===== src/design/assert_macros.svh =====
// Assertion macros shared by the mixer RTL.
// Needs signals named clk and rst_n in the scope where a macro is used.
`ifndef ASSERT_MACROS_SVH
`define ASSERT_MACROS_SVH

// The consequent must hold in the same cycle as the antecedent.
`define SVBM_ASSERT_IMP(label, ante, cons, msg) \
  label: assert property (@(posedge clk) disable iff (!rst_n) (ante) |-> (cons)) \
    else $error(msg);

// The consequent must hold in the cycle after the antecedent.
`define SVBM_ASSERT_NXT(label, ante, cons, msg) \
  label: assert property (@(posedge clk) disable iff (!rst_n) (ante) |=> (cons)) \
    else $error(msg);

`endif


===== src/design/svbm_pkg.sv =====
// Shared constants, register codes and payload types of the stereo mixer.
// No dependencies; every design module refers to it by scoped names.
package svbm_pkg;

  // Field and datapath widths.
  localparam int unsigned SAMP_W  = 16;
  localparam int unsigned VOL_W   = 7;
  localparam int unsigned BAL_W   = 8;
  localparam int unsigned CFG_W   = 8;
  localparam int unsigned IDX_W   = 2;
  localparam int unsigned NUM_W   = 24;
  localparam int unsigned MAG_W   = 23;
  localparam int unsigned QUO_W   = 16;
  localparam int unsigned DEN_W   = 8;
  localparam int unsigned COEF_W  = 8;
  localparam int unsigned FRAME_W = 32;

  // Percent scale and the reciprocal used for the divide by one hundred.
  localparam int unsigned PCT_FULL    = 100;
  localparam int unsigned RECIP_SHIFT = 24;
  localparam int unsigned RECIP_W     = 18;
  localparam int unsigned PROD_W      = MAG_W + RECIP_W;
  localparam logic [RECIP_W-1:0] PCT_RECIP = RECIP_W'((1 << RECIP_SHIFT) / PCT_FULL);

  // Register limits and reset values.
  localparam logic [VOL_W-1:0]         VOL_FULL  = VOL_W'(PCT_FULL);
  localparam logic signed [BAL_W-1:0]  BAL_MAX   = 8'sd100;
  localparam logic signed [BAL_W-1:0]  BAL_MIN   = -8'sd100;
  localparam logic signed [BAL_W-1:0]  BAL_ZERO  = 8'sd0;
  localparam logic [COEF_W-1:0]        COEF_FULL = COEF_W'(PCT_FULL);
  localparam logic [COEF_W-1:0]        COEF_NONE = '0;
  localparam logic [DEN_W-1:0]         DEN_FULL  = DEN_W'(PCT_FULL);

  // Stage counts of the pipelined dividers and their lane count.
  localparam int unsigned PCT_NST  = 4;
  localparam int unsigned LDIV_NST = 1 + QUO_W;
  localparam int unsigned LANES    = 2;

  // Configuration register indexes.
  typedef enum logic [IDX_W-1:0] {
    REG_VOLUME  = 2'd0,
    REG_BALANCE = 2'd1,
    REG_MONO    = 2'd2
  } cfg_reg_t;

  // Input frame.
  typedef struct packed {
    logic signed [SAMP_W-1:0] left_sample;
    logic signed [SAMP_W-1:0] right_sample;
  } in_frame_t;

  // Result frame.
  typedef struct packed {
    logic signed [SAMP_W-1:0] left_out;
    logic signed [SAMP_W-1:0] right_out;
    logic [FRAME_W-1:0]       packed_frame;
  } out_frame_t;

  // Volume-scaled products before the divide by one hundred.
  typedef struct packed {
    logic signed [NUM_W-1:0] left;
    logic signed [NUM_W-1:0] right;
  } num_pair_t;

  // Volume-scaled samples.
  typedef struct packed {
    logic signed [SAMP_W-1:0] left;
    logic signed [SAMP_W-1:0] right;
  } samp_pair_t;

  // Balance weights and divisors, derived from the balance register.
  typedef struct packed {
    logic [COEF_W-1:0] self_l;
    logic [COEF_W-1:0] cross_l;
    logic [DEN_W-1:0]  den_l;
    logic [COEF_W-1:0] self_r;
    logic [COEF_W-1:0] cross_r;
    logic [DEN_W-1:0]  den_r;
  } mix_coef_t;

  // Dividend and divisor pairs into the long divider.
  typedef struct packed {
    num_pair_t         num;
    logic [DEN_W-1:0]  den_l;
    logic [DEN_W-1:0]  den_r;
  } div_in_t;

  // One lane of the long divider as it moves from stage to stage.
  typedef struct packed {
    logic [MAG_W-1:0] rem;
    logic [QUO_W-1:0] quo;
    logic [DEN_W-1:0] den;
    logic             neg;
  } ldiv_lane_t;

  // Sign and magnitude of a final quotient.
  typedef struct packed {
    logic [QUO_W-1:0] mag;
    logic             neg;
  } quot_t;

  typedef struct packed {
    quot_t left;
    quot_t right;
  } quot_pair_t;

endpackage


===== src/design/svbm_mix.sv =====
// Balance stage: forms the weighted sums that the long divider divides.
// Depends on svbm_pkg.
module svbm_mix (
  input  logic                  clk,
  input  logic                  rst_n,
  input  logic                  up_valid,
  output logic                  up_ready,
  input  svbm_pkg::samp_pair_t  up_data,
  input  svbm_pkg::mix_coef_t   coef,
  output logic                  dn_valid,
  input  logic                  dn_ready,
  output svbm_pkg::div_in_t     dn_data
);

  logic                 v_r;
  logic                 adv;
  svbm_pkg::div_in_t    d_r;
  svbm_pkg::div_in_t    d_nxt;
  logic signed [svbm_pkg::NUM_W:0] pl_self;
  logic signed [svbm_pkg::NUM_W:0] pl_cross;
  logic signed [svbm_pkg::NUM_W:0] pr_self;
  logic signed [svbm_pkg::NUM_W:0] pr_cross;

  assign adv      = !v_r || dn_ready;
  assign up_ready = adv;
  assign dn_valid = v_r;
  assign dn_data  = d_r;

  // Each channel keeps a share of itself and takes a share of the other.
  always_comb begin
    pl_self  = (svbm_pkg::NUM_W+1)'(up_data.left)
             * (svbm_pkg::NUM_W+1)'($signed({1'b0, coef.self_l}));
    pl_cross = (svbm_pkg::NUM_W+1)'(up_data.right)
             * (svbm_pkg::NUM_W+1)'($signed({1'b0, coef.cross_l}));
    pr_self  = (svbm_pkg::NUM_W+1)'(up_data.right)
             * (svbm_pkg::NUM_W+1)'($signed({1'b0, coef.self_r}));
    pr_cross = (svbm_pkg::NUM_W+1)'(up_data.left)
             * (svbm_pkg::NUM_W+1)'($signed({1'b0, coef.cross_r}));
    d_nxt.num.left  = svbm_pkg::NUM_W'(pl_self + pl_cross);
    d_nxt.num.right = svbm_pkg::NUM_W'(pr_self + pr_cross);
    d_nxt.den_l     = coef.den_l;
    d_nxt.den_r     = coef.den_r;
  end

  always_ff @(posedge clk) begin
    if (!rst_n) begin
      v_r <= 1'b0;
    end else if (adv) begin
      v_r <= up_valid;
    end
  end

  always_ff @(posedge clk) begin
    if (adv) begin
      d_r <= d_nxt;
    end
  end

endmodule


===== config.mk =====
export PLATFORM = sky130hd
export DESIGN_NAME = svbm_mix
export DESIGN_NICKNAME = d
export VERILOG_FILES = /design/src/design/assert_macros.svh /design/src/design/svbm_pkg.sv /design/src/design/svbm_mix.sv
export SDC_FILE = /design/constraint.sdc
export NUM_CORES = 1
export LEC_CHECK = 0
export CORE_ASPECT_RATIO = 0.9
export CORE_MARGIN = 5
export CORE_UTILIZATION = 31
export CTS_BUF_LIST = sky130_fd_sc_hd__clkbuf_8
export DETAILED_ROUTE_END_ITERATION = 7
export DONT_BUFFER_PORTS = 1
export PLACE_DENSITY_LB_ADDON = 0.08
export SLEW_MARGIN = 10
export SYNTH_ARGS = -nofsm -noshare
export SYNTH_HDL_FRONTEND = slang
export SYNTH_SLANG_ARGS = --single-unit

===== constraint.sdc =====
create_clock -name clk -period 13.85 [get_ports clk]
set_input_delay 1.385 -clock clk [delete_from_list [all_inputs] [get_ports clk]]
set_output_delay 1.385 -clock clk [all_outputs]
set_load 0.005 [all_outputs]

After elaboration in Yosys (flattened, before gate mapping)
Cells that the tools add are included.

cells by class
  add/subtract/negate cells = 2
  multiply operators = 4
  reductions and logical operators = 2

operators with widths
  kind                number
  $mul A16 B9 Y24     4
  $add A24 B24 Y24    2
  $logic_not A1 Y1    1
  $logic_or A1 B1 Y1  1

storage, ports and cells
  bits in registers = 65
  input port bits = 84
  output and inout bits = 66
  word-level logic and storage cells = 13

Longest topological paths before layout
  depth in word-level cells = 2
  mapped depth = 21
  mapped depth without buffers = 20

Least setup slack after synthesis
Ideal clock, no wire load.

  path kind = input port to flip-flop
  start = input port coef[32] (netlist bit)
  end = register d_r (netlist bit dn_data[54]) (data pin)
  library setup time = 265 ps
  arrival time = 6361 ps
  required time = 13585 ps
  path slack = 7224 ps
  stages on the path = 21
  path buffers = 1
  cells stage by stage = clkbuf_1 -> nand2_1 -> fa_1 -> inv_1 -> fa_1 -> inv_1 -> fa_1 -> inv_1 -> fa_1 -> fa_1 -> inv_1 -> fa_1 -> inv_1 -> ha_1 -> nand3_1 -> a2bb2oi_2 -> a21oi_2 -> a21o_1 -> a21o_1 -> a2111oi_2 -> nor3_1

RTL lines
  what                    line            text
  start: declaration      svbm_mix.sv:9   input svbm_pkg::mix_coef_t coef,
  end signal: assignment  svbm_mix.sv:55  d_r <= d_nxt;
  end: declaration        svbm_mix.sv:17  svbm_pkg::div_in_t d_r;

==> flow_summary.json <==
{
  "synth.net_count": 2827,
  "r2r_cells": 2,
  "regArea_um2": 1940,
  "seq_area_frac_synth": 0.0961,
  "synth_most_common_cell": "inv_1",
  "yosys_warnings": 0,
  "rsz0062_at_grt": "false",
  "cpMostUsedCell": "fa_1",
  "start_kind": "input port",
  "period_needed_ns": 6.43,
  "fmax_ghz": 0.155,
  "synth_xor_area_frac": 0.0282,
  "dieArea_um2": 70400,
  "pre_cts_slack_ns": 6.96,
  "period_share": 0.464,
  "synth_cell_types": 48,
  "clock_path_buffers": 2,
  "syn_area_um2": 20200,
  "cp.required_ns": 14.01,
  "synth-compound-area-share": 0.0375,
  "dieWidth_um": 279,
  "fin_util": 0.330,
  "nets": 2775,
  "core_um2": 64300,
  "post_cts_resized": 0,
  "synth_cells": 2101,
  "insertion_delay_ns": 0.43,
  "drv_cap": 0,
  "skew_ns": 0.0146,
  "cts_made_buffers": 9,
  "grt_first_pass_wirelength_um": 82700,
  "yosys.area_share.simple": 0.143,
  "tightest_slew_ns": 0.583,
  "crit_fanout": 17,
  "multi_input_area_um2": 15800,
  "arrival_ns": 6.60,
  "cts_htree_levels": 3,
  "slowest_stage": "fa_1",
  "synth.top_cell.area_share": 0.469,
  "first_global_vias": 14662,
  "finalSetupViolCount": 0,
  "synth_area_leader_cell": "fa_1",
  "postRouteAntennaNets": 0,
  "antenna_found_initial": 2,
  "grt_usage": 0.149,
  "muxShareOfSynthArea": 0.000495,
  "gp_congestion": 0.776,
  "yosys_most_used_dff": "edfxtp_1",
  "status": "finished clean",
  "synth_adder_area_share": 0.573,
  "hold_class": "register to register",
  "start_util": 0.314,
  "setup_ws_ns": 7.42,
  "overflow": 0,
  "drtIter0Drc": 571,
  "io_buffer_count": 0,
  "synth_edf_count": 64,
  "ios": 150,
  "relSlewSlack": 0.611,
  "dp_hpwl_um": 41800,
  "drive_gt1_frac": 0.0180,
  "vias": 13020,
  "cts_setup_buffers": 0,
  "critPathKind": "input port to register",
  "synth_top_family_by_area": "adder cells",
  "crit_chain": "and2_1 -> fa_1 -> inv_1 -> fa_1 -> fa_1 -> inv_1 -> fa_1 -> fa_1 -> inv_1 -> fa_1 -> inv_1 -> ha_1 -> and3_1 -> a21oi_1 -> o21ai_0 -> a31oi_2 -> o21ai_1 -> o21a_1 -> a211o_1",
  "synth.avg_cell_area_um2": 9.62,
  "via_per_inst": 4.47,
  "postCtsHoldBufs": 0,
  "synthArstFlopShare": 0,
  "cpPeakStageDelay_ns": 0.53,
  "drc_errors": 0,
  "cts_tree": "done",
  "finalHoldWorstSlack_ns": 0.947,
  "slew_viol_final": 0,
  "ctsRootBufferMaster": "clkbuf_8",
  "nFillCells": 6837,
  "firstDrtPassIters": 5,
  "holdPathStages": 1,
  "synth-seq-cells": 65,
  "clock-sinks": 65,
  "area_growth_pct": 5.05,
  "critPathCaptureType": "register",
  "ys_top_cells_by_count": "inv_1 (587), fa_1 (474), and2_1 (271)",
  "wirelength_um": 49200,
  "cts.clk_slew.worst_paths_ns": 0.08,
  "grt_start_max_net_pins": 42,
  "num_rows": 88,
  "tns_ns": 0,
  "synthTopCellsByArea": "fa_1 (47%), inv_1 (11%), ha_1 (10%), edfxtp_1 (9.5%), and2_1 (8.4%)",
  "die_y_um": 252,
  "final_hold_viol_count": 0,
  "wl_per_cell_um": 16.9
}
==> through the flow <==
step / cells / cell area (um^2)
after floorplan: 2101 / 20200
after global placement: 2893 / 21100
after detailed placement: 2893 / 21100
after CTS: 2908 / 21200
after global routing: 2909 / 21200
final: 2911 / 21200
==> cell type report <==
class | count | area share
Clock inverter | 6 | 0.00212
Tap cell | 855 | 0.0504
Sequential cell | 65 | 0.0915
Timing Repair Buffer | 1 | 0.000354
Multi-Input combinational cell | 1385 | 0.746
Antenna cell | 3 | 0.000354
Inverter | 587 | 0.104
Clock buffer | 9 | 0.00583
==> routing by layer <==
metal  part of all wire  track usage  vias up
met3              0.043       0.0229       18
met5                  0            0        -
met4             0.0084       0.0239        0
met2               0.48        0.249      183
li1                   -            -     5975
met1               0.47        0.211     6844
==> flip-flops by register name (all words and copies together), names as in the netlist <==
signal / count
dn_data: 64
dn_valid: 1
==> kinds of logic after synthesis <==
family | count (synthesis)
buffers and inverters | 651
multiplexers | 1
AND/OR/NAND/NOR | 571
XOR/XNOR | 65
AO/OA/AOI/OAI | 106
flip-flops | 65
adder cells (fa/ha/maj) | 642
==> final timing paths <==
| path | start | slack [ns] | to |
|---|---|---|---|
| max | up_data[8] | 7.42 | dn_data[38]$_DFFE_PP_ |
| min | dn_valid$_SDFFE_PN0P_ | 0.95 | dn_data[16]$_DFFE_PP_ |
| max reg2reg | dn_valid$_SDFFE_PN0P_ | 12.16 | dn_data[54]$_DFFE_PP_ |
| min reg2reg | dn_valid$_SDFFE_PN0P_ | 0.95 | dn_data[16]$_DFFE_PP_ |
==> cells in the final DEF, fill, tap and decap left out, types with 3 or more instances in the layout <==
master      count
nand2_1       250
or3_1           4
nand4_1         5
a21o_1         15
diode_2         3
clkinvlp_4      3
o21ai_2         3
clkbuf_8        9
a21oi_1        27
a21oi_2         5
o21ai_1         8
edfxtp_1       64
o21ai_0        10
nor2_1         18
a211oi_1        6
xnor2_1        53
fa_1          474
nor3_1          6
ha_1          168
o21bai_1        8
nand3_1         7
o21a_1          6
and2_1        271
inv_1         587
xor2_1         12
==> critical path, delay by kind of cell <==
family                   cells  cell delay [ns]
AND/OR/NAND/NOR              2             0.38
AO/OA/AOI/OAI                6             1.25
adder cells (fa/ha/maj)      7             3.36
buffers and inverters        4             0.21
Power is not shown: default switching activity piles up to over one toggle a cycle in this logic, so the estimate is an artifact.
