### src/design/assert_macros.svh
// Assertion macros shared by the mixer RTL.
// Needs signals named clk and rst_n in the scope where a macro is used.
`ifndef ASSERT_MACROS_SVH
`define ASSERT_MACROS_SVH

// The consequent must hold in the same cycle as the antecedent.
`define SVBM_ASSERT_IMP(label, ante, cons, msg) \
  label: assert property (@(posedge clk) disable iff (!rst_n) (ante) |-> (cons)) \
    else $error(msg);

// The consequent must hold in the cycle after the antecedent.
`define SVBM_ASSERT_NXT(label, ante, cons, msg) \
  label: assert property (@(posedge clk) disable iff (!rst_n) (ante) |=> (cons)) \
    else $error(msg);

`endif

### src/design/svbm_pkg.sv
// Shared constants, register codes and payload types of the stereo mixer.
// No dependencies; every design module refers to it by scoped names.
package svbm_pkg;

  // Field and datapath widths.
  localparam int unsigned SAMP_W  = 16;
  localparam int unsigned VOL_W   = 7;
  localparam int unsigned BAL_W   = 8;
  localparam int unsigned CFG_W   = 8;
  localparam int unsigned IDX_W   = 2;
  localparam int unsigned NUM_W   = 24;
  localparam int unsigned MAG_W   = 23;
  localparam int unsigned QUO_W   = 16;
  localparam int unsigned DEN_W   = 8;
  localparam int unsigned COEF_W  = 8;
  localparam int unsigned FRAME_W = 32;

  // Percent scale and the reciprocal used for the divide by one hundred.
  localparam int unsigned PCT_FULL    = 100;
  localparam int unsigned RECIP_SHIFT = 24;
  localparam int unsigned RECIP_W     = 18;
  localparam int unsigned PROD_W      = MAG_W + RECIP_W;
  localparam logic [RECIP_W-1:0] PCT_RECIP = RECIP_W'((1 << RECIP_SHIFT) / PCT_FULL);

  // Register limits and reset values.
  localparam logic [VOL_W-1:0]         VOL_FULL  = VOL_W'(PCT_FULL);
  localparam logic signed [BAL_W-1:0]  BAL_MAX   = 8'sd100;
  localparam logic signed [BAL_W-1:0]  BAL_MIN   = -8'sd100;
  localparam logic signed [BAL_W-1:0]  BAL_ZERO  = 8'sd0;
  localparam logic [COEF_W-1:0]        COEF_FULL = COEF_W'(PCT_FULL);
  localparam logic [COEF_W-1:0]        COEF_NONE = '0;
  localparam logic [DEN_W-1:0]         DEN_FULL  = DEN_W'(PCT_FULL);

  // Stage counts of the pipelined dividers and their lane count.
  localparam int unsigned PCT_NST  = 4;
  localparam int unsigned LDIV_NST = 1 + QUO_W;
  localparam int unsigned LANES    = 2;

  // Configuration register indexes.
  typedef enum logic [IDX_W-1:0] {
    REG_VOLUME  = 2'd0,
    REG_BALANCE = 2'd1,
    REG_MONO    = 2'd2
  } cfg_reg_t;

  // Input frame.
  typedef struct packed {
    logic signed [SAMP_W-1:0] left_sample;
    logic signed [SAMP_W-1:0] right_sample;
  } in_frame_t;

  // Result frame.
  typedef struct packed {
    logic signed [SAMP_W-1:0] left_out;
    logic signed [SAMP_W-1:0] right_out;
    logic [FRAME_W-1:0]       packed_frame;
  } out_frame_t;

  // Volume-scaled products before the divide by one hundred.
  typedef struct packed {
    logic signed [NUM_W-1:0] left;
    logic signed [NUM_W-1:0] right;
  } num_pair_t;

  // Volume-scaled samples.
  typedef struct packed {
    logic signed [SAMP_W-1:0] left;
    logic signed [SAMP_W-1:0] right;
  } samp_pair_t;

  // Balance weights and divisors, derived from the balance register.
  typedef struct packed {
    logic [COEF_W-1:0] self_l;
    logic [COEF_W-1:0] cross_l;
    logic [DEN_W-1:0]  den_l;
    logic [COEF_W-1:0] self_r;
    logic [COEF_W-1:0] cross_r;
    logic [DEN_W-1:0]  den_r;
  } mix_coef_t;

  // Dividend and divisor pairs into the long divider.
  typedef struct packed {
    num_pair_t         num;
    logic [DEN_W-1:0]  den_l;
    logic [DEN_W-1:0]  den_r;
  } div_in_t;

  // One lane of the long divider as it moves from stage to stage.
  typedef struct packed {
    logic [MAG_W-1:0] rem;
    logic [QUO_W-1:0] quo;
    logic [DEN_W-1:0] den;
    logic             neg;
  } ldiv_lane_t;

  // Sign and magnitude of a final quotient.
  typedef struct packed {
    logic [QUO_W-1:0] mag;
    logic             neg;
  } quot_t;

  typedef struct packed {
    quot_t left;
    quot_t right;
  } quot_pair_t;

endpackage

### src/design/svbm_ldiv.sv
// Pipelined restoring divider for both channels: one sign stage, then one
// quotient bit per stage. Quotients fit in 16 bits. Depends on svbm_pkg.
module svbm_ldiv (
  input  logic                  clk,
  input  logic                  rst_n,
  input  logic                  up_valid,
  output logic                  up_ready,
  input  svbm_pkg::div_in_t     up_data,
  output logic                  dn_valid,
  input  logic                  dn_ready,
  output svbm_pkg::quot_pair_t  dn_data
);

  localparam int unsigned NST = svbm_pkg::LDIV_NST;
  localparam int unsigned LN  = svbm_pkg::LANES;

  logic [NST-1:0] v_r;
  logic [NST-1:0] v_in;
  logic [NST:0]   adv;

  svbm_pkg::ldiv_lane_t st_r   [NST][LN];
  svbm_pkg::ldiv_lane_t st_nxt [NST][LN];

  logic signed [svbm_pkg::NUM_W-1:0] num [LN];
  logic [svbm_pkg::DEN_W-1:0]        den [LN];

  assign adv[NST] = dn_ready;
  for (genvar k = 0; k < NST; k++) begin : g_adv
    assign adv[k] = !v_r[k] || adv[k+1];
  end

  assign v_in     = {v_r[NST-2:0], up_valid};
  assign up_ready = adv[0];
  assign dn_valid = v_r[NST-1];
  assign dn_data.left.mag  = st_r[NST-1][0].quo;
  assign dn_data.left.neg  = st_r[NST-1][0].neg;
  assign dn_data.right.mag = st_r[NST-1][1].quo;
  assign dn_data.right.neg = st_r[NST-1][1].neg;

  always_comb begin
    logic [svbm_pkg::MAG_W-1:0] trial;
    logic                       ge;
    trial  = '0;
    ge     = 1'b0;
    num[0] = up_data.num.left;
    num[1] = up_data.num.right;
    den[0] = up_data.den_l;
    den[1] = up_data.den_r;
    // First stage splits sign and magnitude.
    for (int j = 0; j < LN; j++) begin
      st_nxt[0][j].rem = num[j][svbm_pkg::NUM_W-1] ? svbm_pkg::MAG_W'(-num[j])
                                                   : svbm_pkg::MAG_W'(num[j]);
      st_nxt[0][j].quo = '0;
      st_nxt[0][j].den = den[j];
      st_nxt[0][j].neg = num[j][svbm_pkg::NUM_W-1];
    end
    // Each later stage tries the divisor at one bit weight, high to low.
    for (int k = 1; k < NST; k++) begin
      for (int j = 0; j < LN; j++) begin
        trial        = svbm_pkg::MAG_W'(st_r[k-1][j].den) << (svbm_pkg::QUO_W - k);
        ge           = st_r[k-1][j].rem >= trial;
        st_nxt[k][j] = st_r[k-1][j];
        if (ge) begin
          st_nxt[k][j].rem = st_r[k-1][j].rem - trial;
          st_nxt[k][j].quo[svbm_pkg::QUO_W - k] = 1'b1;
        end
      end
    end
  end

  always_ff @(posedge clk) begin
    if (!rst_n) begin
      v_r <= '0;
    end else begin
      v_r <= (v_r & ~adv[NST-1:0]) | (v_in & adv[NST-1:0]);
    end
  end

  always_ff @(posedge clk) begin
    for (int k = 0; k < NST; k++) begin
      for (int j = 0; j < LN; j++) begin
        if (adv[k]) begin
          st_r[k][j] <= st_nxt[k][j];
        end
      end
    end
  end

endmodule

### config.mk
export PLATFORM = sky130hd
export DESIGN_NAME = svbm_ldiv
export DESIGN_NICKNAME = d
export VERILOG_FILES = /design/src/design/assert_macros.svh /design/src/design/svbm_pkg.sv /design/src/design/svbm_ldiv.sv
export SDC_FILE = /design/constraint.sdc
export NUM_CORES = 2
export LEC_CHECK = 0
export BUFFER_PORTS_ARGS = -buffer_cell sky130_fd_sc_hd__buf_2
export CAP_MARGIN = 20
export CORE_MARGIN = 4
export CORE_UTILIZATION = 57
export DETAILED_ROUTE_END_ITERATION = 10
export PLACE_DENSITY = 0.78
export SYNTH_ARGS = -nofsm -noshare
export SYNTH_HDL_FRONTEND = slang
export SYNTH_SLANG_ARGS = --single-unit
### constraint.sdc
create_clock -name clk -period 5.5 [get_ports clk]
set_clock_uncertainty 0.1 [all_clocks]
set_input_delay 0.55 -clock clk [delete_from_list [all_inputs] [get_ports clk]]
set_output_delay 0.55 -clock clk [all_outputs]
set_load 0.05 [all_outputs]
-- Word level (Yosys, flattened, before mapping)
Memory sizes are Yosys's and may differ from the RTL's.
Cells that the tools add are included.
- register bits after elaboration: 17
- latch bits: 0
- RAM bits: 1632
- ROM bits: 0
- output and inout port bits: 36
- logic and storage cells: 204
- memories kept: 1
- add/subtract/negate cells: 34
- multipliers: 0
- divide/modulo/power cells: 0
- $lt $le $gt $ge: 32
- equal/unequal tests: 0
- shift-type cells: 0
- multiplexer cells: 98
- bitwise logic cells: 4
- reduce and logical (&&, ||, !) cells: 34
- memories (memory ; depth ; bits a word ; read ports ; clocked after Yosys merged registers in ; wr ports ; line ; source):
    st_r ; 17 ; 96 ; 17 ; 0 ; 17 ; svbm_ldiv.sv:21 ; svbm_pkg::ldiv_lane_t st_r [NST][LN];
- operators with widths (operator ; number):
    two-way mux 23 bit ; 32
    two-way mux 1 bit ; 64
    two-way mux 24 bit ; 2
    >= comparator 23 x 10 -> 1 bit ; 2
    >= comparator 23 x 11 -> 1 bit ; 2
    >= comparator 23 x 12 -> 1 bit ; 2
    >= comparator 23 x 13 -> 1 bit ; 2
    >= comparator 23 x 14 -> 1 bit ; 2
    >= comparator 23 x 15 -> 1 bit ; 2
    >= comparator 23 x 16 -> 1 bit ; 2
    >= comparator 23 x 17 -> 1 bit ; 2
    >= comparator 23 x 18 -> 1 bit ; 2
    >= comparator 23 x 19 -> 1 bit ; 2
    >= comparator 23 x 20 -> 1 bit ; 2
    >= comparator 23 x 21 -> 1 bit ; 2
    >= comparator 23 x 22 -> 1 bit ; 2
    >= comparator 23 bit ; 2
    >= comparator 23 x 8 -> 1 bit ; 2
    >= comparator 23 x 9 -> 1 bit ; 2
    negation 23 bit ; 2
    subtractor 23 x 10 -> 23 bit ; 2
    subtractor 23 x 11 -> 23 bit ; 2
    subtractor 23 x 12 -> 23 bit ; 2
    subtractor 23 x 13 -> 23 bit ; 2
    other kinds (17) ; 62

-- Logic depth before layout (Yosys ltp)
- word-level depth: 21
- gate-level depth with buffers: 13

-- Least setup slack after synthesis
OpenSTA, ideal clock, no wires.
- kind: in2reg
- from: input dn_ready
- to: memory st_r[11][0] (netlist name), enable pin
- library setup time: 0.440 ns
- arrival: 5.319 ns
- required time: 4.960 ns
- path slack: -0.359 ns
- cell stages on the path: 6
- path buffers: 0
- cell sequence: and2b_1 > inv_1 > nor2_1 > inv_1 > nor2_1 > inv_1
- RTL lines (element ; line ; source):
    start, declared ; svbm_ldiv.sv:10 ; input logic dn_ready,
    end, declared ; svbm_ldiv.sv:21 ;

==> results.sh <==
export IMPL_drt_vias_per_instance=5.55
export IMPL_fin_tns_setup_ns=0
export IMPL_post_place_ws_ns=1.49
export IMPL_status="finished, final reports clean"
export IMPL_fillers=7197
export IMPL_setup_viol=0
export IMPL_maxSlewViolCount=0
export IMPL_grt_usage_pct=18.5
export IMPL_dpl_hpwl_mm=71.5
export IMPL_crit_fanout=29
export IMPL_rsz0062_at_grt="no"
export IMPL_clkSlewWorstSetupHoldPaths_ns=0.05
export IMPL_area_delta_synth_final_pct=12.1
export IMPL_route_vias_total=33700
export IMPL_p_leak_uw=0.0250
export IMPL_synth_adder_area_share_pct=6.46
export IMPL_powerDensity_nw_per_um2=513
export IMPL_critPathSlowestCell="and3_1"
export IMPL_setup_slack_ns=1.11
export IMPL_regMostFlops="st_r"
export IMPL_drc_errors=0
export IMPL_grt_antenna_before_repair=0
export IMPL_synth_edf_count=1298
export IMPL_met3_usage_pct=3.03
export IMPL_synth_xor_area_share_pct=4.76
export IMPL_synth_top_family_by_area="simple AND/OR/NAND/NOR gates"
export IMPL_startpoint_type="flip-flop"
export IMPL_holdWs_ns=0.0463
export IMPL_yosysSeqAreaShare_pct=66.3
export IMPL_final_util_pct=64.3
export IMPL_max_freq_mhz=228
export IMPL_critPathCaptureType="primary output"
export IMPL_routedWlPerCell_um=16.5
export IMPL_cts_buffer_depth=3
export IMPL_placed_area_um2=61600
export IMPL_syn_avg_cell_area_um2=13.7
export IMPL_busiest_layer="met2"
export IMPL_dr_first_iter_drc_count=1652
export IMPL_met1_usage_pct=19.3
export IMPL_ys_types=82
export IMPL_coreArea_um2=103000
export IMPL_crit_arrival_ns=3.74
export IMPL_drive_gt1_share_pct=9.26
export IMPL_min_path_type="primary input to flip-flop"
export IMPL_final_area_um2=66500
export IMPL_die_y_um=330
export IMPL_start_util_pct=57.3
export IMPL_synth_compound_area_share_pct=7.84
export IMPL_synthTopCellsByCount="edfxtp_1 (1298), inv_1 (360), nor2_1 (272)"
export IMPL_drv_cap=0
export IMPL_grt_pass1_vias=34500
export IMPL_grt_max_degree=93
export IMPL_yosysTopAreaCellShare_pct=65.8
export IMPL_reg_top3="st_r: 1298 flops"
export IMPL_worstMarginPinSlew_ns=1.03
export IMPL_syn_inst=4325
export IMPL_synth_area_leaders="edfxtp_1 (66%), ha_1 (5.4%), xnor2_1 (2.9%), inv_1 (2.3%), o21ai_0 (1.9%)"
export IMPL_numPortBuffers=103
export IMPL_grt_pass1_wl_mm=164
export IMPL_synth_most_common_cell="edfxtp_1"
export IMPL_gp_congestion=0.924
export IMPL_maxSlewHeadroom_pct=31.3
export IMPL_ir_worst_vdd_mv=0.332
export IMPL_synthMuxAreaShare_pct=1.59
export IMPL_min_period_over_period_pct=79.8
export IMPL_detail_route_antenna_nets=0
export IMPL_use_met2_pct=35.8
export IMPL_ys_ff_latch=1315
export IMPL_clock_root_buffer="clkbuf_16"
export IMPL_first_pass_iters=5
export IMPL_grt_overflow_total=0
export IMPL_yosysWarningCount=0
export IMPL_crit_chain="and2b_1, inv_2, nor4_1, buf_4, and3_1, and3_1, and4_1, nand2_2, buf_4, buf_2"
export IMPL_dominantRegCellSynth="edfxtp_1"
export IMPL_h_tree_depth=4
export IMPL_num_rows=118
export IMPL_dieArea_um2=109000
export IMPL_cts_buffers=135
export IMPL_cts_num_sinks=1315
export IMPL_wirelength_mm=100
export IMPL_cts_tree="built"
export IMPL_period_needed_ns=4.39
export IMPL_critPathMaxStageDelay_ns=0.45
export IMPL_antenna_cells=0
export IMPL_synth_simple_area_share_pct=10.4
export IMPL_dieWidth_um=330
export IMPL_cp_required_ns=4.85
export IMPL_cts_setup_buffers=0
export IMPL_synth_fp_nets=4681
export IMPL_synth_top_area_cell="edfxtp_1"
export IMPL_largest_reg_flops=1298
export IMPL_final_nets=4937
export IMPL_hold_viol_final=0
export IMPL_synth_async_sr_flop_share_pct=0
export IMPL_syn_cell_area_um2=59300
export IMPL_io_pins=104
export IMPL_crit_type="flip-flop to primary output"
export IMPL_clk_latency_ns=0.74
## critical path, delay by kind of cell (launching register included)
kind | cells | cell delay, ns
buffers and inverters | 4 | 0.77
DFF | 1 | 0.32
and+or+nand+nor | 6 | 1.89
## cell type report
type,count,area (µm²),area share [%]
clock inverter,75,900,1.35
timing repair buffer,170,1150,1.73
sequential,1315,39300,59.2
multi-input combinational,2599,18500,27.8
clock buffer,166,3550,5.34
tap,1380,1730,2.60
inverter,360,1360,2.04
## per-stage QoR
stage | total power [µW] | std cells
6_report | 34100 | 6065
5_1_grt | 36000 | 6065
3_5_place_dp | 25000 | 5782
3_3_place_gp | 24600 | 5782
2_1_floorplan | 22700 | 4325
4_1_cts | 34200 | 6063
## kinds of logic (layout without fill, tap and decap cells)
logic type / after synthesis / count (layout)
buf+inv: 411 / 771
fa+ha+maj: 288 / 288
mux: 85 / 85
simple gates: 1166 / 1166
flops: 1315 / 1315
compound gates: 738 / 738
xor+xnor: 322 / 322
## routing by layer
| metal | share of wire, % | routed length, µm | up-vias |
|---|---|---|---|
| met5 | 0 | 0 | - |
| met3 | 3.3 | 3340 | 278 |
| li1 | - | - | 16700 |
| met2 | 55 | 54700 | 678 |
| met4 | 4.6 | 4560 | 0 |
| met1 | 37 | 37500 | 16000 |
## layout by cell type (no fill, tap or decap), types with 22 or more instances in the layout
master / n
edfxtp_1: 1298
inv_1: 351
nor2_1: 272
ha_1: 258
nand2_1: 239
o21ai_0: 227
xnor2_1: 199
a21oi_1: 173
clkbuf_16: 137
xor2_1: 123
nor3_1: 114
buf_2: 103
o21a_1: 102
nor2b_1: 83
nor4_1: 77
mux2_2: 60
nand2b_1: 58
o31ai_1: 55
nand3_1: 47
nand4_1: 46
dlygate4sd3_1: 40
o31a_1: 39
or3_1: 37
nor4b_1: 34
or4_1: 33
fa_1: 30
a21o_1: 29
clkbuf_1: 28
clkinv_1: 28
nand4b_1: 25
buf_4: 24
mux2i_1: 22
## final timing paths
check	from	end	slack, ns	cells after the start
hold reg to reg	st_r[0][0]$_DFFE_PP_	st_r[1][0]$_DFFE_PP_	0.31	0
setup / recovery	flip-flop	up_ready	1.11	10
hold / removal	up_data[60]	st_r[0][93]$_DFFE_PP_	0.05	2
setup reg to reg	flip-flop	st_r[0][0]$_DFFE_PP_	2.04	10
## report_power, final
part | total [µW] | internal (µW) | switching, µW
logic | 8870 | 4130 | 4740
registers | 16100 | 14500 | 1660
clock network | 9060 | 5380 | 3690
total | 34100 | 24000 | 10100
## timing repair
action                                  in CTS  in global routing
endpoints found under the setup margin       0                  0
resized for setup                            0                  0
hold buffers                                40                  0
endpoints found under the hold margin       40                  0
Power figures use the tool's default switching activity.
