--- config.mk ---
export PLATFORM = sky130hd
export DESIGN_NAME = svbm_pctdiv
export DESIGN_NICKNAME = d
export VERILOG_FILES = /design/src/design/assert_macros.svh /design/src/design/svbm_pkg.sv /design/src/design/svbm_pctdiv.sv
export SDC_FILE = /design/constraint.sdc
export NUM_CORES = 1
export LEC_CHECK = 0
export ABC_AREA = 1
export BUFFER_PORTS_ARGS = -buffer_cell sky130_fd_sc_hd__buf_2
export CAP_MARGIN = 20
export CORE_ASPECT_RATIO = 1.75
export CORE_MARGIN = 4
export CORE_UTILIZATION = 45
export DETAILED_ROUTE_END_ITERATION = 12
export REMOVE_ABC_BUFFERS = 1
export SYNTH_ARGS = -nofsm -noshare
export SYNTH_HDL_FRONTEND = slang
export SYNTH_SLANG_ARGS = --single-unit
--- constraint.sdc ---
create_clock -name clk -period 5 [get_ports clk]
set_clock_uncertainty 0.05 [all_clocks]
set_input_delay 0 -clock clk [delete_from_list [all_inputs] [get_ports clk]]
set_output_delay 0 -clock clk [all_outputs]
set_load 0.02 [all_outputs]
--- src/design/assert_macros.svh ---
// Assertion macros shared by the mixer RTL.
// Needs signals named clk and rst_n in the scope where a macro is used.
`ifndef ASSERT_MACROS_SVH
`define ASSERT_MACROS_SVH

// The consequent must hold in the same cycle as the antecedent.
`define SVBM_ASSERT_IMP(label, ante, cons, msg) \
  label: assert property (@(posedge clk) disable iff (!rst_n) (ante) |-> (cons)) \
    else $error(msg);

// The consequent must hold in the cycle after the antecedent.
`define SVBM_ASSERT_NXT(label, ante, cons, msg) \
  label: assert property (@(posedge clk) disable iff (!rst_n) (ante) |=> (cons)) \
    else $error(msg);

`endif

--- src/design/svbm_pkg.sv ---
// Shared constants, register codes and payload types of the stereo mixer.
// No dependencies; every design module refers to it by scoped names.
package svbm_pkg;

  // Field and datapath widths.
  localparam int unsigned SAMP_W  = 16;
  localparam int unsigned VOL_W   = 7;
  localparam int unsigned BAL_W   = 8;
  localparam int unsigned CFG_W   = 8;
  localparam int unsigned IDX_W   = 2;
  localparam int unsigned NUM_W   = 24;
  localparam int unsigned MAG_W   = 23;
  localparam int unsigned QUO_W   = 16;
  localparam int unsigned DEN_W   = 8;
  localparam int unsigned COEF_W  = 8;
  localparam int unsigned FRAME_W = 32;

  // Percent scale and the reciprocal used for the divide by one hundred.
  localparam int unsigned PCT_FULL    = 100;
  localparam int unsigned RECIP_SHIFT = 24;
  localparam int unsigned RECIP_W     = 18;
  localparam int unsigned PROD_W      = MAG_W + RECIP_W;
  localparam logic [RECIP_W-1:0] PCT_RECIP = RECIP_W'((1 << RECIP_SHIFT) / PCT_FULL);

  // Register limits and reset values.
  localparam logic [VOL_W-1:0]         VOL_FULL  = VOL_W'(PCT_FULL);
  localparam logic signed [BAL_W-1:0]  BAL_MAX   = 8'sd100;
  localparam logic signed [BAL_W-1:0]  BAL_MIN   = -8'sd100;
  localparam logic signed [BAL_W-1:0]  BAL_ZERO  = 8'sd0;
  localparam logic [COEF_W-1:0]        COEF_FULL = COEF_W'(PCT_FULL);
  localparam logic [COEF_W-1:0]        COEF_NONE = '0;
  localparam logic [DEN_W-1:0]         DEN_FULL  = DEN_W'(PCT_FULL);

  // Stage counts of the pipelined dividers and their lane count.
  localparam int unsigned PCT_NST  = 4;
  localparam int unsigned LDIV_NST = 1 + QUO_W;
  localparam int unsigned LANES    = 2;

  // Configuration register indexes.
  typedef enum logic [IDX_W-1:0] {
    REG_VOLUME  = 2'd0,
    REG_BALANCE = 2'd1,
    REG_MONO    = 2'd2
  } cfg_reg_t;

  // Input frame.
  typedef struct packed {
    logic signed [SAMP_W-1:0] left_sample;
    logic signed [SAMP_W-1:0] right_sample;
  } in_frame_t;

  // Result frame.
  typedef struct packed {
    logic signed [SAMP_W-1:0] left_out;
    logic signed [SAMP_W-1:0] right_out;
    logic [FRAME_W-1:0]       packed_frame;
  } out_frame_t;

  // Volume-scaled products before the divide by one hundred.
  typedef struct packed {
    logic signed [NUM_W-1:0] left;
    logic signed [NUM_W-1:0] right;
  } num_pair_t;

  // Volume-scaled samples.
  typedef struct packed {
    logic signed [SAMP_W-1:0] left;
    logic signed [SAMP_W-1:0] right;
  } samp_pair_t;

  // Balance weights and divisors, derived from the balance register.
  typedef struct packed {
    logic [COEF_W-1:0] self_l;
    logic [COEF_W-1:0] cross_l;
    logic [DEN_W-1:0]  den_l;
    logic [COEF_W-1:0] self_r;
    logic [COEF_W-1:0] cross_r;
    logic [DEN_W-1:0]  den_r;
  } mix_coef_t;

  // Dividend and divisor pairs into the long divider.
  typedef struct packed {
    num_pair_t         num;
    logic [DEN_W-1:0]  den_l;
    logic [DEN_W-1:0]  den_r;
  } div_in_t;

  // One lane of the long divider as it moves from stage to stage.
  typedef struct packed {
    logic [MAG_W-1:0] rem;
    logic [QUO_W-1:0] quo;
    logic [DEN_W-1:0] den;
    logic             neg;
  } ldiv_lane_t;

  // Sign and magnitude of a final quotient.
  typedef struct packed {
    logic [QUO_W-1:0] mag;
    logic             neg;
  } quot_t;

  typedef struct packed {
    quot_t left;
    quot_t right;
  } quot_pair_t;

endpackage

--- src/design/svbm_pctdiv.sv ---
// Four-stage divide by one hundred of both channels, truncating toward zero.
// Uses a reciprocal multiply with a one-step correction. Depends on svbm_pkg.
module svbm_pctdiv (
  input  logic                  clk,
  input  logic                  rst_n,
  input  logic                  up_valid,
  output logic                  up_ready,
  input  svbm_pkg::num_pair_t   up_data,
  output logic                  dn_valid,
  input  logic                  dn_ready,
  output svbm_pkg::samp_pair_t  dn_data
);

  localparam int unsigned NST = svbm_pkg::PCT_NST;
  localparam int unsigned LN  = svbm_pkg::LANES;

  logic [NST-1:0] v_r;
  logic [NST-1:0] v_in;
  logic [NST:0]   adv;

  // Stage registers, one entry per channel.
  logic [svbm_pkg::MAG_W-1:0]  a_mag_r  [LN];
  logic                        a_neg_r  [LN];
  logic [svbm_pkg::PROD_W-1:0] b_prod_r [LN];
  logic [svbm_pkg::MAG_W-1:0]  b_mag_r  [LN];
  logic                        b_neg_r  [LN];
  logic [svbm_pkg::QUO_W-1:0]  c_quo_r  [LN];
  logic                        c_ge_r   [LN];
  logic                        c_neg_r  [LN];
  logic [svbm_pkg::QUO_W-1:0]  d_res_r  [LN];

  // Next values.
  logic signed [svbm_pkg::NUM_W-1:0] num [LN];
  logic [svbm_pkg::MAG_W-1:0]  mag_nxt  [LN];
  logic [svbm_pkg::PROD_W-1:0] prod_nxt [LN];
  logic [svbm_pkg::QUO_W-1:0]  qest     [LN];
  logic [svbm_pkg::MAG_W-1:0]  rem      [LN];
  logic                        ge_nxt   [LN];
  logic [svbm_pkg::QUO_W-1:0]  quo_inc  [LN];
  logic [svbm_pkg::QUO_W-1:0]  res_nxt  [LN];

  // Ready ripples back: a stage loads when empty or when the next one loads.
  assign adv[NST] = dn_ready;
  for (genvar k = 0; k < NST; k++) begin : g_adv
    assign adv[k] = !v_r[k] || adv[k+1];
  end

  assign v_in     = {v_r[NST-2:0], up_valid};
  assign up_ready = adv[0];
  assign dn_valid = v_r[NST-1];
  assign dn_data.left  = d_res_r[0];
  assign dn_data.right = d_res_r[1];

  // Per channel: magnitude, reciprocal product, estimate and remainder, sign.
  always_comb begin
    num[0] = up_data.left;
    num[1] = up_data.right;
    for (int j = 0; j < LN; j++) begin
      mag_nxt[j]  = num[j][svbm_pkg::NUM_W-1] ? svbm_pkg::MAG_W'(-num[j])
                                              : svbm_pkg::MAG_W'(num[j]);
      prod_nxt[j] = svbm_pkg::PROD_W'(a_mag_r[j]) * svbm_pkg::PROD_W'(svbm_pkg::PCT_RECIP);
      qest[j]     = b_prod_r[j][svbm_pkg::RECIP_SHIFT +: svbm_pkg::QUO_W];
      rem[j]      = b_mag_r[j] - svbm_pkg::MAG_W'(qest[j]) * svbm_pkg::MAG_W'(svbm_pkg::PCT_FULL);
      ge_nxt[j]   = rem[j] >= svbm_pkg::MAG_W'(svbm_pkg::PCT_FULL);
      quo_inc[j]  = c_quo_r[j] + svbm_pkg::QUO_W'(c_ge_r[j]);
      res_nxt[j]  = c_neg_r[j] ? -quo_inc[j] : quo_inc[j];
    end
  end

  // Valid bits follow the data through the stages.
  always_ff @(posedge clk) begin
    if (!rst_n) begin
      v_r <= '0;
    end else begin
      v_r <= (v_r & ~adv[NST-1:0]) | (v_in & adv[NST-1:0]);
    end
  end

  always_ff @(posedge clk) begin
    for (int j = 0; j < LN; j++) begin
      if (adv[0]) begin
        a_mag_r[j] <= mag_nxt[j];
        a_neg_r[j] <= num[j][svbm_pkg::NUM_W-1];
      end
      if (adv[1]) begin
        b_prod_r[j] <= prod_nxt[j];
        b_mag_r[j]  <= a_mag_r[j];
        b_neg_r[j]  <= a_neg_r[j];
      end
      if (adv[2]) begin
        c_quo_r[j] <= qest[j];
        c_ge_r[j]  <= ge_nxt[j];
        c_neg_r[j] <= b_neg_r[j];
      end
      if (adv[3]) begin
        d_res_r[j] <= res_nxt[j];
      end
    end
  end

endmodule

* Yosys cells after proc, flatten, opt, wreduce, memory -nomap -nowiden *
Memory sizes are Yosys's and may differ from the RTL's.
Cells that the tools add are included.

word-level totals
  logic and storage cells = 48
  memory bits (writable) = 242
  flip-flop bits (word level) = 4
  memories = 9

memories
  memory           depth  bits a word  read ports  clocked after memory_dff  wr ports  line               RTL
  b_prod_r         2      39           2           0                         2         svbm_pctdiv.sv:24  logic [svbm_pkg::PROD_W-1:0] b_prod_r [LN];
  a_mag_r          2      23           2           0                         2         svbm_pctdiv.sv:22  logic [svbm_pkg::MAG_W-1:0] a_mag_r [LN];
  b_mag_r          2      23           2           0                         2         svbm_pctdiv.sv:25  logic [svbm_pkg::MAG_W-1:0] b_mag_r [LN];
  c_quo_r          2      16           2           0                         2         svbm_pctdiv.sv:27  logic [svbm_pkg::QUO_W-1:0] c_quo_r [LN];
  d_res_r          2      16           2           0                         2         svbm_pctdiv.sv:30  logic [svbm_pkg::QUO_W-1:0] d_res_r [LN];
  a_neg_r          2      1            2           0                         2         svbm_pctdiv.sv:23  logic a_neg_r [LN];
  3 more memories  --     --           --          --                        --        --

operators by class
  $add $sub $neg = 8
  reductions and logical operators = 8
  magnitude comparators = 2
  $mul = 4
  mux-type cells = 12
  bitwise gates (word level) = 4

operator list
  kind                    number
  $mul 23x16->39 const B  2
  $ge 23x7->1 const B     2
  $mux 23                 2
  $neg 23->23             2
  $sub 23x23->23          2
  $mul 16x5->21 const B   2
  $add 16x1->16           2
  $mux 16                 2
  $neg 16->16             2
  $and 4x4->4             2
  $mux 1                  8
  $logic_not 1->1         4
  $logic_or 1x1->1        4
  $not 4->4               1
  $or 4x4->4              1

* Logic depth before layout (Yosys ltp) *
  depth after elaboration = 8
  mapped depth = 27

* Worst setup path before layout *
No wires, ideal clock.

  kind = reg-to-reg
  start point = mem a_mag_r[0][35] in the netlist's numbering
  end point = mem b_prod_r[0][71] in the netlist's numbering, data pin
  path buffers = 0
  cell stages (with the launch flop) = 20
  data required time = 4.691 ns
  data arrival time = 4.735 ns
  path slack = -0.044 ns
  cell sequence = edfxtp_1 -> fa_1 -> ha_1 -> inv_1 -> fa_1 -> inv_1 -> fa_1 -> fa_1 -> inv_1 -> fa_1 -> inv_1 -> ha_1 -> a21oi_1 -> o21ai_0 -> o21bai_1 -> a21oi_1 -> nand2_1 -> nand3_1 -> nand2_1 -> xor2_1

RTL lines
  element          line
  start, declared  svbm_pctdiv.sv:22
  end, declared    svbm_pctdiv.sv:24

==> run_results.csv <==
group,metric,value,unit
timing,drv_slew,0,
timing,max_freq,188.4,MHz
cells_and_area,layout-drive-gt1-share,28.95,%
clock_tree,cts_tree,"yes",
synthesis,ys_seq_elements,200,
global_route,grt_overflow_total,0,
global_route,grt_max_degree,51,
hold_path,hold_class,"in -> reg",
routing,drc_errors,0,
placed_design,placedCellCount,4484,
clock_tree,cts_buffer_depth,2,
critical_path,cp_top_family,"adder cells",
floorplan,rows,122,
clock_tree,cts-buffers-inserted,17,
critical_path,critPathRequiredTime,5.19,ns
synthesis,synth_edf_count,196,
routing,wirelength,90200,µm
routing,via_count,24310,
floorplan,pin_count,86,
critical_path,cp-start-kind,"register",
timing,slew-limit-headroom,46.18,%
synthesis,yosysTopAreaCellShare,23.05,%
status,violations,"negative setup slack",
synthesis,synth.distinct_cells,47,
floorplan,die_h,342.9,µm
flow_run,drv_cap,0,
synthesis,synth_ff_type,"edfxtp_1",
synthesis,async_reset_ff_share,0,%
timing,fin_crit_sh,106.1,%
timing,worst_slew_pin_slew,0.8072,ns
critical_path,crit_type,"reg -> reg",
synthesis,synthTopCellsByArea,"fa_1, ha_1, edfxtp_1",
status,status,"finished with violations",
timing,setup_ws,-0.3066,ns
clock_tree,cts_root_buf,"clkbuf_16",
placed_design,io_buffers,85,
synthesis,synth_area,28840,µm²
routing,via_per_inst,5.204,
clock_tree,clk_latency,0.51,ns
global_route,grt_use_total,26.49,%
routing,first_pass_iters,5,
timing,fin_crit,5.307,ns
timing,hold_viol,0,
floorplan,start_util,45.52,%
synthesis,synth_seq_area_share,20.69,%
floorplan,die_x,199.4,µm
clock_tree,clock-sinks,200,
global_route,antenna_found_initial,0,
routing,post_drt_wl_per_cell,19.31,µm
floorplan,die-area,68350,µm²
critical_path,worstSetupEndpointType,"register",
critical_path,path_cells,"buf_6 -> fa_1 -> ha_1 -> inv_2 -> fa_1 -> fa_1 -> inv_2 -> fa_2 -> fa_2 -> ha_4 -> nand2_4 -> nor2_2 -> inv_2 -> nor3_4 -> nand3_1 -> o211ai_1 -> xor2_1",
cells_and_area,fillers,5272,
synthesis,syn_avg_cell_area,9.088,µm²
timing,whs,0.1574,ns
global_route,grt_pass1_wl,137000,µm
synthesis,yosys-top-cells-count,"inv_1, ha_1, nand2_1, fa_1, nor2_1",
global_route,grt_pass1_vias,26560,
critical_path,crit_arrival,5.50,ns
cells_and_area,final_cell_count_no_fill,4671,
cells_and_area,synthToLayoutAreaGrowth,33.15,%
placed_design,dp_hpwl,75430,µm
routing,drt_iter0_markers,905,
timing,rsz0062_at_grt,"yes",
routing,postRouteAntennaNets,0,
cells_and_area,diodes,0,
critical_path,path_buf_inv,4,
critical_path,cp_slowest_stage_delay,0.66,ns
clock_tree,h-tree-depth,4,
critical_path,path_max_fanout,4,
synthesis,ys_warn_count,0,
timing,setup_viol,30,
floorplan,design.core.area,63350,µm²
clock_tree,clk_pin_slew,0.09,ns
synthesis,yosysMostFrequentCell,"inv_1",
synthesis,synthesis.instances,3173,
synthesis,yosysTopAreaCell,"fa_1",
critical_path,crit_slowest_cell,"fa_1",
placed_design,gp_congestion,0.9624,
cells_and_area,finalNetCount,4744,
per-layer routing:
layer	routed length [µm]	GRT usage [%]	vias up	part of all wire [%]
li1	-	-	11620	-
met1	26020	21.25	11740	29
met2	52350	54.15	552	58
met3	1769	2.584	401	2.0
met4	10070	22.42	0	11
met5	0	0	-	0
layout make-up:
| class | count | area, µm² | share of cell area, % |
|---|---|---|---|
| repair buffers | 667 | 5374 | 14.00 |
| clock inverters | 15 | 193.9 | 0.5051 |
| flip-flops and latches | 200 | 5966 | 15.54 |
| well taps | 806 | 1008 | 2.627 |
| inverters | 686 | 2579 | 6.716 |
| multi-input cells | 2280 | 22850 | 59.51 |
| clock buffers | 17 | 425.4 | 1.108 |
logic make-up after synthesis:
group | after synthesis | synth area share, %
compound gates | 350 | 6.795
xor+xnor | 152 | 4.643
fa+ha+maj | 840 | 45.09
buf+inv | 693 | 9.064
flops | 200 | 20.69
simple gates | 938 | 13.72
registers in the layout, summed over array words and instances (netlist names), named ones only:
signal / flops
c_ge_r: 2
b_mag_r: 44
b_prod_r: 34
a_mag_r: 46
c_neg_r: 2
d_res_r: 32
a_neg_r: 2
c_quo_r: 32
b_neg_r: 2
worst register-to-register path, stage by stage, from the launching register on:
cell and delay, ns:
edfxtp_1 0.44, buf_6 0.17, fa_1 0.50, ha_1 0.32, inv_2 0.04, fa_1 0.48
fa_1 0.66, inv_2 0.07, fa_2 0.57, fa_2 0.47, ha_4 0.36, nand2_4 0.08
nor2_2 0.09, inv_2 0.08, nor3_4 0.19, nand3_1 0.09, o211ai_1 0.27, xor2_1 0.13
per-stage QoR:
stage	utilization [%]	worst slack [ns]	TNS [ns]	instance area, µm²
after CTS	58.03	-0.2777	-5.033	36760
after floorplan	-	-0.04357	-0.07997	28800
after detailed placement	52.97	-0.6768	-12.96	33550
final	60.61	-0.3066	-5.823	38390
after global placement	52.97	-0.5746	-11.63	33550
after global routing	60.61	-0.4452	-10.27	38390
path summary, 6_finish.rpt:
path | depth (start not counted) | end | slack, ns | from
setup / recovery | 17 | b_prod_r[0][75] | -0.31 | a_mag_r[0][36]
hold / removal | 4 | d_res_r[0][29] | 0.16 | dn_ready
setup reg to reg | 17 | b_prod_r[0][75] | -0.31 | a_mag_r[0][36]
hold reg to reg | 0 | c_neg_r[0][1] | 0.36 | b_neg_r[0][1]
cell usage in the layout (no fill, tap or decap), types with 57 or more instances in the layout:
cell type	instances
inv_1	631
nand2_1	445
buf_4	439
ha_1	401
fa_1	289
edfxtp_1	196
nor2_1	164
nand3_1	99
ha_4	93
xor2_1	86
a21oi_1	86
buf_2	85
buf_6	65
dlygate4sd3_1	64
a21oi_2	57
repair_timing:
item | CTS | global route
gates resized for setup | 344 | 298
setup buffers | 54 | 44
pin swaps | 176 | 160
endpoints found under the setup margin | 34 | 34
hold buffers | 64 | 0
endpoints found under the hold margin | 52 | 0
Power is left out: the tool's default activity adds up to more than one toggle a clock period on the data nets, which glitch-free logic cannot reach.
